**src/rtl/cau_pkg.sv**
```systemverilog
package cau_pkg;

  typedef enum logic [1:0] {
    OP_ADD = 2'd0,
    OP_SUB = 2'd1,
    OP_MUL = 2'd2,
    OP_DIV = 2'd3
  } op_t;

  typedef enum logic [1:0] {
    ST_OK    = 2'd0,
    ST_SAT   = 2'd1,
    ST_DZERO = 2'd2
  } status_t;

  localparam int unsigned DATA_W = 32;
  localparam int unsigned Q_W    = 32;
  localparam int unsigned DEN_W  = 64;
  localparam int unsigned REM_W  = DEN_W + Q_W;

  typedef struct packed {
    logic              is_div;
    logic              dzero;
    logic              sat;
    logic [DATA_W-1:0] re;
    logic [DATA_W-1:0] im;
    logic [REM_W-1:0]  dsh;
    logic              neg_re;
    logic              neg_im;
    logic              ovf_re;
    logic              ovf_im;
    logic [REM_W-1:0]  rem_re;
    logic [REM_W-1:0]  rem_im;
    logic [Q_W-1:0]    q_re;
    logic [Q_W-1:0]    q_im;
  } cau_item_t;

endpackage

```
**src/rtl/cau_div_step.sv**
```systemverilog
module cau_div_step (
  input  logic              clk,
  input  logic              rst_n,
  input  logic              adv,
  input  logic              in_valid,
  input  cau_pkg::cau_item_t in_item,
  output logic              out_valid,
  output cau_pkg::cau_item_t out_item
);
  import cau_pkg::*;

  logic      valid_r;
  cau_item_t item_r;
  cau_item_t item_nxt;

  always_comb begin
    item_nxt = in_item;
    if (in_item.rem_re >= in_item.dsh) begin
      item_nxt.rem_re = in_item.rem_re - in_item.dsh;
      item_nxt.q_re   = {in_item.q_re[Q_W-2:0], 1'b1};
    end else begin
      item_nxt.q_re   = {in_item.q_re[Q_W-2:0], 1'b0};
    end
    if (in_item.rem_im >= in_item.dsh) begin
      item_nxt.rem_im = in_item.rem_im - in_item.dsh;
      item_nxt.q_im   = {in_item.q_im[Q_W-2:0], 1'b1};
    end else begin
      item_nxt.q_im   = {in_item.q_im[Q_W-2:0], 1'b0};
    end
    item_nxt.dsh = in_item.dsh >> 1;
  end

  always_ff @(posedge clk) begin
    if (!rst_n) begin
      valid_r <= 1'b0;
    end else if (adv) begin
      valid_r <= in_valid;
    end
  end

  always_ff @(posedge clk) begin
    if (adv) begin
      item_r <= item_nxt;
    end
  end

  assign out_valid = valid_r;
  assign out_item  = item_r;

endmodule

```
**config.mk**
```make
export PLATFORM = sky130hd
export DESIGN_NAME = cau_div_step
export DESIGN_NICKNAME = d
export VERILOG_FILES = /design/src/rtl/cau_pkg.sv /design/src/rtl/cau_div_step.sv
export SDC_FILE = /design/constraint.sdc
export NUM_CORES = 1
export LEC_CHECK = 0
export BUFFER_PORTS_ARGS = -buffer_cell sky130_fd_sc_hd__buf_2
export CAP_MARGIN = 20
export CELL_PAD_IN_SITES_DETAIL_PLACEMENT = 0
export CELL_PAD_IN_SITES_GLOBAL_PLACEMENT = 1
export CORE_AREA = 3 3 327 329
export CTS_CLUSTER_SIZE = 16
export DETAILED_ROUTE_END_ITERATION = 12
export DIE_AREA = 0 0 330 332
export PLACE_DENSITY = 0.63
export SETUP_SLACK_MARGIN = 0.05
export SKIP_LAST_GASP = 1
export SYNTH_ARGS = -nofsm -noshare
export SYNTH_HDL_FRONTEND = slang
export SYNTH_SLANG_ARGS = --single-unit
export TNS_END_PERCENT = 20
```
**constraint.sdc**
```tcl
create_clock -name clk -period 5.35 [get_ports clk]
set_input_delay 0.8025 -clock clk [delete_from_list [all_inputs] [get_ports clk]]
set_output_delay 0.8025 -clock clk [all_outputs]
set_load 0.03 [all_outputs]
```
==> insert_results.sql <==
INSERT INTO impl_metrics (metric_group, metric, value, unit) VALUES
('sta', 'report.final.hold_viol_count', '0', ''),
('worst_setup_path', 'timing.critical_path.cells', 'buf_2, inv_1, ha_1, nand3_1, nor4_1, a21oi_1, o21ai_0, a21oi_1, o41ai_1, buf_4, a31oi_1, buf_4, o21ai_4, buf_12, buf_4, nor2_1, a21oi_1', ''),
('sta', 'report.final.setup_viol', '0', ''),
('synthesis', 'ys_warn_count', '0', ''),
('sta', 'final.setup.tns', '0', 'ns'),
('synthesis', 'post_synth_xor_area_fraction', '0.0579', ''),
('synthesis', 'synth.mux.area_fraction', '0.00652', ''),
('worst_setup_path', 'critical_path.n_buffers_inverters', '6', ''),
('worst_setup_path', 'critPathMaxStageDelay', '0.86', 'ns'),
('worst_setup_path', 'worst_ep_required_time', '5.79', 'ns'),
('power_and_ir_drop', 'power_dens_cells', '322', 'nW/um2'),
('clocking', 'cts.repair.resized', '0', ''),
('die', 'num_rows', '118', ''),
('clocking', 'clk_root_buffer_cell', 'clkbuf_16', ''),
('routing', 'first_pass_iters', '6', ''),
('clocking', 'cts.hold.buffers_added', '0', ''),
('global_route', 'grt_remaining_overflow', '0', ''),
('die', 'initial_core_util', '0.262', ''),
('sta', 'grt_setup_unrepaired', 'no', ''),
('global_route', 'number_of_global_route_vias_before_repair', '24200', ''),
('die', 'fp.dieW', '330', 'um'),
('worst_setup_path', 'timing.critical_path.from_type', 'input port', ''),
('global_route', 'grt_start_max_net_pins', '108', ''),
('sta', 'max_slew.worst_pin.slew', '0.981', 'ns'),
('die', 'die_height', '332', 'um'),
('synthesis', 'yosys_most_used_dff', 'edfxtp_1', ''),
('clocking', 'clock_sinks', '423', ''),
('place', 'port_buffer_cells', '847', ''),
('sta', 'layout_min_cycle_time', '4.28', 'ns'),
('worst_setup_path', 'worstSetupPathType', 'in2reg', ''),
('synthesis', 'syn_area', '27200', 'um2'),
('synthesis', 'ys_ff_latch', '423', ''),
('worst_setup_path', 'slowest_cp_cell', 'nor4_1', ''),
('outcome', 'run_status', 'finished, final reports clean', ''),
('synthesis', 'synth_edf_count', '422', ''),
('routing', 'vias_per_std_cell', '4.86', ''),
('layout', 'final_design_area_no_fill', '34800', 'um2'),
('worst_setup_path', 'critPathMaxFanout', '46', ''),
('synthesis', 'synth-seq-area-share', '0.466', ''),
('sta', 'achievable_clock_frequency', '234', 'MHz'),
('clocking', 'clock_insertion_delay_worst_skew', '0.63', 'ns'),
('worst_setup_path', 'timing.critical_path.max_delay_family', 'compound AO/OA/AOI/OAI gates', ''),
('die', 'die_area', '110000', 'um2'),
('synthesis', 'yosys.area_share.simple', '0.132', ''),
('clocking', 'cts.repair_timing.setup_buffer_count', '0', ''),
('global_route', 'grt_first_pass_wirelength', '165', 'mm'),
('layout', 'layout-drive-gt1-share', '0.282', ''),
('synthesis', 'compound_cell_area_share_of_the_yosys_netlist', '0.204', ''),
('routing', 'routed_wirelength_normalized_by_instance_count', '23.0', 'um'),
('sta', 'relSlewSlack', '0.340', ''),
('routing', 'antenna_left', '0', ''),
('synthesis', 'yosys.area_share.adder', '0.0897', ''),
('synthesis', 'ys_types', '91', ''),
('flow_run', 'drv.max_cap_violation_count', '0', ''),
('place', 'finalWeightedCongestion', '0.897', ''),
('power_and_ir_drop', 'vdd.ir_drop.worst', '242', 'uV'),
('layout', 'final_nets', '4232', ''),
('layout', 'syn_to_final_growth', '27.9', '%'),
('clocking', 'max-clock-path-buffers', '3', ''),
('sta', 'period_utilisation_layout', '0.800', ''),
('global_route', 'initial_antenna_violation_count', '28', ''),
('die', 'core', '104000', 'um2'),
('place', 'detailed_place.area', '33200', 'um2'),
('synthesis', 'largest_family_of_logic_cells_by_synthesized_area', 'compound AO/OA/AOI/OAI gates', ''),
('routing', 'initialDrtViolationCount', '1737', ''),
('die', 'boundaryPins', '851', ''),
('place', 'detailed_place_hpwl', '97.4', 'mm'),
('routing', 'routed_wl', '116', 'mm'),
('clocking', 'path_clk_slew', '0.06', 'ns'),
('min_path', 'min-delay-path-class', 'in2reg', ''),
('worst_setup_path', 'cp.arrival', '4.73', 'ns');
flip-flops by register name, summed over array words and instances, names as in the netlist:
name / flops
out_valid: 1
out_item: 422
power by group:
| group | switching [mW] | leakage, nW | internal (mW) | total [mW] |
|---|---|---|---|---|
| logic | 2.48 | 10.2 | 1.16 | 3.64 |
| registers | 0.0867 | 4.14 | 4.10 | 4.19 |
| clock network | 1.52 | 0.761 | 1.86 | 3.38 |
| total | 4.09 | 15.1 | 7.11 | 11.2 |
final timing paths:
| check | from | end | slack, ns | cells past startpoint |
|---|---|---|---|---|
| max | in_item[270] | out_item[216]$_DFFE_PP_ | 1.07 | 17 |
| min | in_item[373] | out_item[373]$_DFFE_PP_ | 0.32 | 1 |
| max reg2reg | out_valid$_SDFFE_PN0P_ | out_valid$_SDFFE_PN0P_ | 4.77 | 2 |
| min reg2reg | out_valid$_SDFFE_PN0P_ | out_valid$_SDFFE_PN0P_ | 0.52 | 2 |
cells in the final DEF, fill, tap and decap left out, types with 12 or more instances in the layout:
master | Yosys | final
and3_1 | 14 | 14
mux2_2 | 12 | 12
o21ai_1 | 27 | 27
a31oi_1 | 26 | 26
clkinv_1 | 0 | 12
inv_1 | 144 | 144
or3_1 | 16 | 16
nand2b_1 | 21 | 21
nor3_1 | 33 | 33
nand2_1 | 267 | 267
nor2_1 | 221 | 221
clkbuf_1 | 81 | 14
nand4_1 | 73 | 73
xor2_1 | 85 | 85
a21oi_1 | 339 | 339
ha_1 | 192 | 192
a211oi_1 | 17 | 17
a221oi_1 | 13 | 13
xnor2_1 | 95 | 95
o21ai_0 | 209 | 209
o211ai_1 | 15 | 15
nor2b_1 | 21 | 21
and2_1 | 15 | 15
o21bai_1 | 42 | 42
edfxtp_1 | 422 | 422
buf_2 | 23 | 846
buf_4 | 12 | 60
nand3_1 | 39 | 39
a21boi_0 | 13 | 13
clkbuf_16 | 0 | 52
o21a_1 | 20 | 20
a21o_1 | 118 | 118
area by class of cell:
type	count	area (um2)	area share
Clock buffer	66	1350	0.0389
Multi-Input combinational cell	2074	13400	0.384
Clock inverter	31	253	0.00726
Inverter	145	544	0.0156
Antenna cell	10	25.0	0.000719
Tap cell	1380	1730	0.0496
Timing Repair Buffer	915	4860	0.140
Sequential cell	423	12700	0.364
metrics by stage:
| stage | setup WS, ns | utilization | power [mW] | instances | hold WS (ns) |
|---|---|---|---|---|---|
| 6_report | 1.07 | 0.336 | 11.2 | 5044 | 0.317 |
| 5_1_grt | 0.767 | 0.335 | 11.8 | 5037 | 0.272 |
| 4_1_cts | 1.04 | 0.335 | 11.4 | 5034 | 0.255 |
| 3_5_place_dp | 0.362 | 0.320 | 7.91 | 4937 | 0.506 |
| 3_3_place_gp | 0.330 | 0.320 | 7.91 | 4937 | 0.493 |
| 2_1_floorplan | 1.46 | - | 6.54 | 2771 | 0.640 |
synth_stat cells, drive strengths merged, types with 74 or more instances:
cell type / n / area share
a21o: 118 / 0.033
a21oi: 339 / 0.062
clkbuf: 83 / 0.012
edfxtp: 422 / 0.47
ha: 192 / 0.088
inv: 145 / 0.020
nand2: 268 / 0.037
nand4: 74 / 0.017
nor2: 221 / 0.030
o21ai: 239 / 0.044
xnor2: 95 / 0.031
xor2: 85 / 0.027
routing by layer:
| metal | up-vias | part of all wire | wire (um) | global-route usage |
|---|---|---|---|---|
| met2 | 836 | 0.48 | 55500 | 0.343 |
| met1 | 11600 | 0.42 | 48700 | 0.258 |
| li1 | 12000 | - | - | - |
| met4 | 24 | 0.016 | 1890 | 0.0377 |
| met3 | 110 | 0.086 | 9940 | 0.0568 |
| met5 | - | 0.0015 | 175 | 0 |
cells by family after synthesis:
group | count (synthesis)
buf+inv | 274
flops | 423
mux | 16
xor+xnor | 180
fa+ha+maj | 194
compound gates | 913
other cells | 1
simple gates | 770
Power figures use the tool's default switching activity.
